`src/rtl/periodic_query_scheduler_unit_macros.svh`:
```
// Assertion macros shared by the scheduler RTL.
`ifndef PERIODIC_QUERY_SCHEDULER_UNIT_MACROS_SVH
`define PERIODIC_QUERY_SCHEDULER_UNIT_MACROS_SVH

`ifndef ASSERT_OFF

// Check that cons holds in the same cycle as ante.
`define PQS_ASSERT_NOW(label, ante, cons, msg) \
    label: assert property (@(posedge i_clk) disable iff (!i_rst_n) \
        (ante) |-> (cons)) else $error(msg);

// Check that cons holds in the cycle after ante.
`define PQS_ASSERT_NEXT(label, ante, cons, msg) \
    label: assert property (@(posedge i_clk) disable iff (!i_rst_n) \
        (ante) |=> (cons)) else $error(msg);

`else

`define PQS_ASSERT_NOW(label, ante, cons, msg)
`define PQS_ASSERT_NEXT(label, ante, cons, msg)

`endif

`endif

```
`src/rtl/pqs_pkg.sv`:
```
// Package: types, constants and codes of the periodic query scheduler.
`timescale 1ns / 1ps
`default_nettype none

package pqs_pkg;

    localparam int CAPACITY = 64;
    localparam int TIME_W   = 40;
    localparam int ID_W     = 16;
    localparam int PER_W    = 16;

    localparam logic OP_REGISTER = 1'b0;
    localparam logic OP_NEXT     = 1'b1;

    localparam logic [TIME_W-1:0] TIME_MAX = '1;

    typedef enum logic [1:0] {
        ST_REGISTERED = 2'd0,
        ST_FULL       = 2'd1,
        ST_EMITTED    = 2'd2,
        ST_EMPTY      = 2'd3
    } t_status;

    typedef struct packed {
        logic             operation;
        logic [ID_W-1:0]  query_id;
        logic [PER_W-1:0] period;
    } t_in_word;

    typedef struct packed {
        t_status           status;
        logic [ID_W-1:0]   due_id;
        logic [TIME_W-1:0] due_time;
    } t_out_word;

    typedef struct packed {
        logic [TIME_W-1:0] due;
        logic [ID_W-1:0]   id;
        logic [PER_W-1:0]  iv;
    } t_entry;

    // What a cell shows its neighbors.
    typedef struct packed {
        logic   vld;
        logic   gt;     // cell sorts after the broadcast key (or is empty)
        t_entry ent;
    } t_link;

    // Broadcast to every cell.
    typedef struct packed {
        logic   we;
        logic   pop;
        t_entry key;
    } t_cell_ctl;

endpackage

`default_nettype wire

```
`src/rtl/pqs_cell.sv`:
```
// One slot of the sorted queue: holds an entry and shifts with its neighbors.
`timescale 1ns / 1ps
`default_nettype none

module pqs_cell (
    input  wire logic              i_clk,
    input  wire logic              i_rst_n,
    input  pqs_pkg::t_cell_ctl     i_ctl,
    input  pqs_pkg::t_link         i_prev,
    input  pqs_pkg::t_link         i_next,
    output pqs_pkg::t_link         o_link
);

    logic            r_vld;
    pqs_pkg::t_entry r_ent;
    logic            n_vld;
    pqs_pkg::t_entry n_ent;
    logic            w_gt;
    logic            w_left;
    logic            w_right;

    // Strictly after the key: equal keys stay ahead of the newcomer.
    assign w_gt = !r_vld
               || (r_ent.due > i_ctl.key.due)
               || ((r_ent.due == i_ctl.key.due) && (r_ent.id > i_ctl.key.id));

    always_comb begin
        n_vld = r_vld;
        n_ent = r_ent;
        if (i_ctl.pop) begin
            // Slots ahead of the key move one slot toward the head, key drops into the gap.
            w_left  = w_gt;
            w_right = i_next.gt;
            if (w_left) begin
                n_vld = r_vld;
                n_ent = r_ent;
            end else if (w_right) begin
                n_vld = 1'b1;
                n_ent = i_ctl.key;
            end else begin
                n_vld = i_next.vld;
                n_ent = i_next.ent;
            end
        end else begin
            // Open a gap at the first later slot, shift the tail back.
            w_left  = i_prev.gt;
            w_right = w_gt;
            if (w_left) begin
                n_vld = i_prev.vld;
                n_ent = i_prev.ent;
            end else if (w_right) begin
                n_vld = 1'b1;
                n_ent = i_ctl.key;
            end
        end
    end

    always_ff @(posedge i_clk) begin
        if (!i_rst_n) begin
            r_vld <= 1'b0;
        end else if (i_ctl.we) begin
            r_vld <= n_vld;
        end
    end

    always_ff @(posedge i_clk) begin
        if (i_ctl.we) begin
            r_ent <= n_ent;
        end
    end

    assign o_link.vld = r_vld;
    assign o_link.gt  = w_gt;
    assign o_link.ent = r_ent;

endmodule

`default_nettype wire

```
`config.mk`:
```
export PLATFORM = sky130hd
export DESIGN_NAME = pqs_cell
export DESIGN_NICKNAME = d
export VERILOG_FILES = /design/src/rtl/periodic_query_scheduler_unit_macros.svh /design/src/rtl/pqs_pkg.sv /design/src/rtl/pqs_cell.sv
export SDC_FILE = /design/constraint.sdc
export NUM_CORES = 1
export LEC_CHECK = 0
export ABC_CLOCK_PERIOD_IN_PS = 18600
export BUFFER_PORTS_ARGS = -buffer_cell sky130_fd_sc_hd__buf_2
export CAP_MARGIN = 30
export CORE_AREA = 2 2 116 118
export CTS_CLUSTER_DIAMETER = 80
export CTS_CLUSTER_SIZE = 24
export DETAILED_ROUTE_END_ITERATION = 16
export DIE_AREA = 0 0 118 120
export PLACE_DENSITY = 0.89
export REMOVE_ABC_BUFFERS = 1
export SYNTH_ARGS = -nofsm -noshare
export SYNTH_HDL_FRONTEND = slang
export SYNTH_SLANG_ARGS = --single-unit
```
`constraint.sdc`:
```
create_clock -name i_clk -period 18.6 [get_ports i_clk]
set_input_delay 1.86 -clock i_clk [delete_from_list [all_inputs] [get_ports i_clk]]
set_output_delay 1.86 -clock i_clk [all_outputs]
set_load 0.02 [all_outputs]
```
==> flow_metrics.tcl, run 1 <==
set metrics [dict create \
    drc_errors 0 \
    vias 5476 \
    syn_area_per_cell_um2 9.73 \
    first_pass_iters 5 \
    io_buffer_count 297 \
    pwr-share-clk 0.329 \
    clkTransAtPathRegs_ns 0.06 \
    cts_tree "done" \
    start_kind "input port" \
    drv_slew 0 \
    grt_max_degree 81 \
    gp_congestion 0.866 \
    cts_root_buf "clkbuf_16" \
    fin_setup_tns_ns 0 \
    synth-edff-count 72 \
    yosys.area.top_type_share 0.387 \
    hp-class "flip-flop to flip-flop" \
    critical_path_arrival_ns 4.09 \
    min_path_cells 2 \
    drive_gt1_frac 0.381 \
    hp-start "r_vld" \
    die_h_um 120 \
    setup_viol 0 \
    synth_area_um2 5580 \
    max_cap_violations 0 \
    yosys.area.top_type "edfxtp_1" \
    synth-async-reset-ratio 0 \
    clk_latency_ns 0.33 \
    power_frac_seq 0.401 \
    synthCells 574 \
    synthDistinctLibCells 38 \
    gr-usage-all-layers 0.235 \
    drt-total-wl_um 17000 \
    vias_per_cell 5.32 \
    cp.required_ns 16.74 \
    rsz0062_at_grt "false" \
    ant_nets 0 \
    p_switching_mw 0.151 \
    power.leakage_nw 3.60 \
    grt_pass1_wl_um 26500 \
    nFillCells 1096 \
    cp_max_fo 4 \
    fmax_mhz 168 \
    clock-sinks 73 \
    pwr-share-comb 0.270 \
    fin_worst_skew_ns 0.0116 \
    die-width_um 118 \
    worstRegToRegCells 9 \
    endpoint_kind "primary output" \
    clk_path_buf_depth 2 \
    yosys_warnings 0 \
    die-area_um2 14200 \
    rows 42 \
    slew_headroom 0.355 \
    critical_path_class "input port to primary output" \
    hpwl_um 13400 \
    cts_setup_buffers 0 \
    status "finished, final reports clean" \
    worstReg2RegStart "o_link[59]" \
    gr-total-overflow 0 \
    ctsResizeCount 0 \
    core_area_um2 13000 \
    tightestPinTransition_ns 0.965 \
    power.density_nw_per_um2 68.2 \
    fin_nets 1126 \
    area_delta_synth_final_pct 34.2 \
    ys_seq_area_frac 0.391 \
    drt-initial-drc-count 314 \
    final_cell_count_no_fill 1029 \
    ys_dominant_reg_cell "edfxtp_1" \
    grt_pass1_vias 5352 \
    holdPathEnd "r_vld" \
    synth_area_leaders "edfxtp_1, ha_1, mux2i_1, a211oi_1, a21oi_1" \
    ys_ff_latch 73 \
    antenna_found_initial 0 \
    ir_drop_v 0.0000520 \
    timing.rr.end "o_link[37]" \
    p_int_mw 0.360 \
    cts-buffers-inserted 9 \
    cts_htree_levels 3 \
    ctsHoldBuffers 0 \
    dp.cells 1011 \
    hold_viol 0 \
    finalCritPeriodShare 0.320 \
    wl_per_cell_um 16.5 \
    switching_share 0.296 \
    io_pins 298 \
    initial_core_util 0.430 \
    yosys-top-cells-count "a21oi_1, edfxtp_1, inv_1" \
    ff2ff_setup_slack_ns 15.22 \
    fin_crit_ns 5.95 \
]
logic make-up after synthesis:
| kind of cell | Yosys count | synth area share |
|---|---|---|
| AO/OA/AOI/OAI | 173 | 0.213 |
| AND/OR/NAND/NOR | 122 | 0.111 |
| buffers and inverters | 99 | 0.0684 |
| flip-flops | 73 | 0.391 |
| adder cells (fa/ha/maj) | 56 | 0.126 |
| multiplexers | 51 | 0.0914 |
per-layer routing:
layer  up-vias  wire, µm  track usage
met3        28      1230       0.0518
met1      2465      6900        0.278
met5         -         0            0
met2       249      8550        0.428
li1       2734         -            -
met4         0       335       0.0655
layout by cell type, fill, tap and decap left out, drive strengths merged, types with 3 or more instances in the layout:
cell | Yosys | layout
nand3 | 6 | 6
clkinv | 0 | 3
ha | 56 | 56
a211oi | 51 | 51
o21ai | 10 | 10
o31ai | 3 | 3
buf | 11 | 302
nor3 | 23 | 23
nor2b | 22 | 22
clkbuf | 30 | 10
nand4 | 12 | 12
mux2i | 51 | 51
a21o | 4 | 4
edfxtp | 72 | 72
inv | 58 | 58
a221o | 23 | 23
o211ai | 3 | 3
nand2 | 12 | 12
a21oi | 72 | 72
nor2 | 40 | 40
power by group through the flow:
stage	clock network (mW)	logic, mW	registers (mW)
4_1_cts	0.172	0.138	0.205
3_5_place_dp	0	0.138	0.208
3_3_place_gp	0	0.134	0.208
2_1_floorplan	0	0.0589	0.223
5_1_grt	0.180	0.153	0.206
6_report	0.168	0.138	0.205
worst max-delay path by stage:
stage | from | to | slack (ns) | cells past startpoint
2_1_floorplan | i_ctl[45] | o_link[0] | 10.98 | 9
3_3_place_gp | i_ctl[55] | o_link[72] | 12.72 | 9
3_5_place_dp | i_ctl[45] | o_link[72] | 12.69 | 9
4_1_cts | i_ctl[45] | o_link[72] | 12.69 | 9
5_1_grt | i_ctl[70] | o_link[72] | 12.58 | 9
6_report | i_ctl[71] | o_link[72] | 12.65 | 9
area by class of cell:
class	instances	area, µm²	share of cell area
multi-input cells	402	3050	0.407
flip-flops and latches	73	2180	0.291
repair buffers	302	1530	0.204
clock buffers	10	229	0.0306
well taps	176	220	0.0294
inverters	58	218	0.0291
clock inverters	6	58.8	0.00785
diodes	2	5.00	0.000668
sequential cells by signal, indices dropped and copies added, names as in the netlist:
| signal | cells |
|---|---|
| o_link | 72 |
| r_vld | 1 |
per-stage QoR:
step	utilization	instance area (µm²)	total power [mW]	hold WS [ns]	worst slack (ns)
final	0.577	7490	0.511	0.552	12.65
after floorplan	-	5420	0.282	0.602	10.98
after detailed placement	0.554	7200	0.346	0.549	12.69
after global placement	0.554	7200	0.342	0.538	12.72
after global routing	0.577	7480	0.539	0.589	12.58
after CTS	0.577	7480	0.516	0.558	12.69
critical path, stage by stage:
cell and delay, ns:
buf_2 0.09, inv_1 0.05, ha_1 0.30, nand4_1 0.15
nor4_1 0.60, nand4_1 0.29, a22oi_1 0.39, nand3_4 0.16
buf_2 0.20
(Power assumes the default switching activity.)
==> run 2, diff against run 1 <==
- ABC_CLOCK_PERIOD_IN_PS: 18600 -> 5200
- CORE_AREA: 2 2 116 118 -> not set
- CORE_UTILIZATION: not set -> 42
- DIE_AREA: 0 0 118 120 -> not set
- PLACE_DENSITY: 0.89 -> 0.9
- clock period: 18.6 -> 5.2 ns (I/O delays scaled with it)
==> run 2 against run 1 <==
Cell area hardly changed. Count of clock-buffer cells in the layout rose by 2. Via count shrank 0.99%. Register-to-register slack worse by 14 ns. Clock power rose to 3.8 times the previous value. Critical path depth fell by 1. Wire length fell by 2.3%. Non-clock buffer count down 1. Combinational power rose to 3.6 times the previous value. Global-route usage is 0.36 points lower. Hold slack got worse by 0.068 ns. Critical endpoint is now o_link[2]. Largest cell class unchanged. Highest routed layer unchanged.
==> flow_metrics.tcl, run 2 (same netlist as run 1, synthesis figures left out) <==
set metrics [dict create \
    status "finished, final reports clean" \
    cp.required_ns 5.16 \
    gr-usage-all-layers 0.231 \
    worstPathCellList "ha_1 > and4_1 > nor4bb_1 > nand4_1 > a22oi_1 > nand3_4 > a21oi_4 > buf_4" \
    drv_slew 0 \
    area_delta_synth_final_pct 34.2 \
    cts_tree "done" \
    gp_congestion 0.845 \
    ff2ff_setup_slack_ns 1.09 \
    grt_max_degree 88 \
    clk_latency_ns 0.33 \
    cts_setup_buffers 0 \
    vias_per_cell 5.30 \
    worstRegToRegCells 8 \
    power.leakage_nw 3.61 \
    vias 5422 \
    fin_total_pwr_mw 1.86 \
    cts_root_buf "clkbuf_16" \
    fin_setup_tns_ns 0 \
    cts_htree_levels 3 \
    critical_path_arrival_ns 4.07 \
    largest_reg_flops 72 \
    rows 41 \
    die_h_um 117 \
    hold_viol 0 \
    drc_errors 0 \
    die-width_um 117 \
    cp_top_family "simple AND/OR/NAND/NOR gates" \
    rsz0062_at_grt "false" \
    cp_max_fo 46 \
    core_area_um2 12800 \
    layout.cells.most_common_list "buf_2, edfxtp_1, a21oi_1" \
    io_pins 298 \
    fin_crit_ns 4.11 \
    clk_path_buf_depth 2 \
    path_depth 8 \
    drive_gt1_frac 0.381 \
    whs_ns 0.484 \
    ctsHoldBuffers 0 \
    first_pass_iters 4 \
    drt-initial-drc-count 209 \
    start_kind "flip-flop" \
    cp_num_buf_inv 1 \
    fin_nets 1125 \
    ir_drop_v 0.000136 \
    nFillCells 1114 \
    worstReg2RegStart "o_link[46]" \
    endpoint_kind "flip-flop" \
    wl_per_cell_um 16.2 \
    fin_worst_skew_ns 0.00823 \
    grt_pass1_vias 5098 \
    hp-class "input port to flip-flop" \
    finalCritPeriodShare 0.791 \
    grt_pass1_wl_um 23800 \
    ant_nets 0 \
    layout_commonest_cell "buf_2" \
    ctsResizeCount 0 \
    critical_path_class "flip-flop to flip-flop" \
    antenna_found_initial 2 \
    clock-sinks 73 \
    hpwl_um 13300 \
    cts-buffers-inserted 9 \
    cp_slowest_cell "a21oi_4" \
    drt-total-wl_um 16600 \
    fin_area_um2 7490 \
    critPathMaxStageDelay_ns 0.74 \
    fmax_mhz 243 \
    initial_core_util 0.437 \
    clkTransAtPathRegs_ns 0.06 \
    gr-total-overflow 0 \
    die-area_um2 13800 \
    cp-endpoint "o_link[2]" \
    power.density_nw_per_um2 249 \
    io_buffer_count 297 \
    max_cap_violations 0 \
    crit_start "o_link[46]" \
    slew_headroom 0.377 \
    setup_viol 0 \
    timing.rr.end "o_link[2]" \
    tightestPinTransition_ns 0.932 \
    placed_cell_area_um2 7180 \
]
run 2: cell count changes in the layout (fill, tap and decap cells not counted), sizes merged:
cell	delta
diode	-1
buf	-1
clkbuf	+2
clkinv	-2
inv	+1
clkinvlp	-1
run 2: stage by stage:
step / utilization / setup slack, ns / instances
2_1_floorplan: - / -1.08 / 533
3_3_place_gp: 0.562 / 0.879 / 1006
3_5_place_dp: 0.562 / 0.749 / 1006
4_1_cts: 0.587 / 0.962 / 1022
5_1_grt: 0.587 / 0.712 / 1023
6_report: 0.587 / 1.09 / 1023
run 2: where the power goes:
part           total, mW  switching (mW)  internal [mW]
clock              0.639           0.240          0.399
sequential         0.733          0.0239          0.710
combinational      0.492           0.283          0.209
run 2: worst min-delay path by stage:
stage | from | end | slack [ns] | depth (start not counted)
after floorplan | r_vld | r_vld | 0.60 | 2
after global placement | r_vld | r_vld | 0.54 | 2
after detailed placement | r_vld | r_vld | 0.56 | 2
after CTS | i_rst_n | r_vld | 0.48 | 3
after global routing | i_rst_n | r_vld | 0.48 | 3
final | i_rst_n | r_vld | 0.48 | 3
run 2: worst register-to-register path: cells and delay by family (launching register included):
kind | cells | cell delay, ns
AOI/OAI and AO/OA | 2 | 1.12
and+or+nand+nor | 4 | 1.19
DFF | 1 | 0.42
buffers and inverters | 1 | 0.63
adders and majority gates | 1 | 0.33
run 2: layout make-up:
| class | count | area (µm²) | share of cell area |
|---|---|---|---|
| clock inverter | 4 | 51.3 | 0.00684 |
| timing repair buffer | 301 | 1520 | 0.203 |
| multi-input combinational | 402 | 3050 | 0.406 |
| antenna | 1 | 2.50 | 0.000334 |
| clock buffer | 12 | 256 | 0.0342 |
| inverter | 58 | 218 | 0.0290 |
| sequential | 73 | 2180 | 0.291 |
| tap | 172 | 215 | 0.0287 |
run 2: metal layers:
metal  track usage  share of wire  vias to the layer above
li1              -              -                     2722
met1         0.255           0.40                     2419
met2         0.426           0.50                      254
met3        0.0479          0.075                       27
met4         0.105          0.027                        0
met5             0              0                        -
==> run 3, diff against run 2 <==
- ABC_AREA: not set -> 1
- ABC_CLOCK_PERIOD_IN_PS: 5200 -> 3600
- PLACE_DENSITY: 0.9 -> 0.89
- clock period: 5.2 -> 3.6 ns (I/O delays scaled with it)
==> run 3 against run 2 <==
The run now ends with DRC left. Via count increased by 16%. First-iteration DRC count up 79%. Combinational power rose by 42%. Sequential share of layout area is 0.35 points lower. Power is 39% higher. Clock power is 33% higher. Count of clock-buffer cells in the layout is 3 lower. Largest power group unchanged.
==> flow_metrics.tcl, run 3 <==
set metrics [dict create \
    status "finished, violations left" \
    violations "DRC" \
    gr-total-overflow 0 \
    largest_reg_flops 72 \
    pwr-share-clk 0.327 \
    io_buffer_count 297 \
    layout.cells.most_common_list "buf_2, nand2_1, nand3_1" \
    ys_dominant_reg_cell "edfxtp_1" \
    cp_max_fo 3 \
    switching_share 0.300 \
    grt_pass1_wl_um 28900 \
    ff2ff_setup_slack_ns 1.08 \
    yosys.area.top_type "edfxtp_1" \
    yosysMostFrequentCell "nand2_1" \
    rows 42 \
    gp_congestion 0.842 \
    cts_root_buf "clkbuf_16" \
    worstReg2RegStart "o_link[67]" \
    die_h_um 118 \
    hpwl_um 13500 \
    ant_nets 0 \
    drive_gt1_frac 0.340 \
    synthCells 703 \
    cts_setup_buffers 0 \
    dp.cells 1137 \
    synth_compound_area_frac 0.239 \
    synth_area_leaders "edfxtp_1, ha_1, o211ai_1, nand3_1, a21oi_1" \
    setup_viol 0 \
    critical_path_arrival_ns 2.25 \
    antenna_found_initial 0 \
    synthDistinctLibCells 29 \
    power_frac_seq 0.403 \
    n_antenna_cell 0 \
    final_cell_count_no_fill 1152 \
    min_path_cells 3 \
    fin_nets 1252 \
    synth_area_um2 5690 \
    die-area_um2 14000 \
    worstRegToRegCells 12 \
    start_kind "flip-flop" \
    tightestPinTransition_ns 0.881 \
    core_area_um2 13200 \
    synth_top_family_by_area "compound AO/OA/AOI/OAI gates" \
    p_switching_mw 0.780 \
    ctsHoldBuffers 0 \
    cts_htree_levels 3 \
    synth-edff-count 72 \
    fin_crit_ns 2.61 \
    fin_total_pwr_mw 2.60 \
    gr-usage-all-layers 0.260 \
    syn_area_per_cell_um2 8.09 \
    layout_commonest_cell "buf_2" \
    rsz0062_at_grt "false" \
    initial_core_util 0.430 \
    ctsResizeCount 0 \
    clk_path_buf_depth 2 \
    synth-async-reset-ratio 0 \
    yosys_warnings 0 \
    whs_ns 0.266 \
    drv_slew 0 \
    vias 6295 \
    placed_cell_area_um2 7310 \
    pwr-share-comb 0.269 \
    hold_viol 0 \
    holdPathEnd "r_vld" \
    finalCritPeriodShare 0.726 \
    fin_worst_skew_ns 0.00658 \
    cp.required_ns 3.24 \
    synth_xor_area_frac 0 \
    io_pins 298 \
    drt-initial-drc-count 374 \
    wl_per_cell_um 15.6 \
    yosys-top-cells-count "nand2_1, nand3_1, a21oi_1" \
    ys_seq_area_frac 0.383 \
    endpoint_kind "primary output" \
    clock-sinks 73 \
    hp-class "input port to flip-flop" \
    cts_tree "done" \
    vias_per_cell 5.46 \
    synth_fa_ha_area_frac 0.123 \
    max_cap_violations 0 \
    area_delta_synth_final_pct 33.3 \
    grt_pass1_vias 5951 \
    grt_max_degree 74 \
    cts-buffers-inserted 9 \
    critical_path_class "flip-flop to primary output" \
    first_pass_iters 13 \
    yosys.area.top_type_share 0.380 \
    power.density_nw_per_um2 343 \
    drt-total-wl_um 18000 \
    timing.rr.end "o_link[41]" \
    p_int_mw 1.82 \
    synth_simple_gate_area_frac 0.171 \
    slew_headroom 0.413 \
    ir_drop_v 0.000188 \
    fmax_mhz 383 \
    clkTransAtPathRegs_ns 0.06 \
    clk_latency_ns 0.34 \
    drc_errors 2 \
    power.leakage_nw 3.59 \
    synth.area.mux_share 0 \
    die-width_um 118 \
    fin_area_um2 7580 \
    ys_ff_latch 73 \
    hp-start "i_rst_n" \
]
## run 3: cell types whose count changed in the layout (fill, tap and decap cells not counted), moves of 10 or more
cell / delta
nor2b_1: -20
nand4_1: -10
nor3_1: -23
a211oi_1: -51
a221o_1: -23
nand2_1: +77
inv_1: +15
o21ai_0: +63
o211ai_1: +70
nand3_1: +72
mux2i_1: -51
## run 3: kinds of logic (layout without fill, tap and decap cells)
family / count (synthesis) / after routing
compound gates: 231 / 231
fa+ha+maj: 56 / 56
buf+inv: 124 / 397
flops: 73 / 73
simple gates: 219 / 219
## run 3: power groups by stage
stage               Combinational (mW)  Sequential [mW]  Clock, mW
floorplan                        0.310             1.14          0
global placement                 0.676             1.06          0
detailed placement               0.698             1.07          0
CTS                              0.702             1.05      0.876
global route                     0.782             1.05      0.908
finish                           0.700             1.05      0.851
## run 3: critical path, stage by stage, from the launching register on
cell and delay, ns:
edfxtp_1 0.40, ha_1 0.31, nand2_1 0.07, nor2_1 0.19, nand2_2 0.09, nor2_2 0.15
nand3_1 0.14, nor2_1 0.14, a21boi_2 0.09, nand2_1 0.12, buf_2 0.20
## run 3: stage by stage
| stage | setup slack [ns] | setup TNS (ns) | utilization |
|---|---|---|---|
| 2_1_floorplan | -1.08 | -78.39 | - |
| 3_3_place_gp | 1.04 | 0 | 0.550 |
| 3_5_place_dp | 0.968 | 0 | 0.552 |
| 4_1_cts | 0.963 | 0 | 0.573 |
| 5_1_grt | 0.777 | 0 | 0.573 |
| 6_report | 0.986 | 0 | 0.573 |
## run 3: worst max-delay path by stage
stage,startpoint,to,slack [ns],cells after the start
floorplan,i_ctl[72],o_link[0],-1.08,3
global placement,i_ctl[67],o_link[61],1.04,14
detailed placement,i_ctl[67],o_link[41],0.97,14
CTS,o_link[67],o_link[72],0.96,10
global route,o_link[63],o_link[72],0.78,10
finish,o_link[67],o_link[72],0.99,10
## run 3: per-layer routing
layer	track usage	vias to the layer above	part of all wire
li1	-	3063	-
met1	0.315	2871	0.41
met2	0.452	326	0.49
met3	0.0487	35	0.077
met4	0.108	0	0.027
met5	0	-	0
## run 3: layout make-up
class,instances,area (µm²)
fill,1227,5660
timing repair buffer,306,1580
tap,176,220
clock buffer,9,225
multi-input combinational,506,3040
clock inverter,6,50.0
inverter,76,288
sequential,73,2180
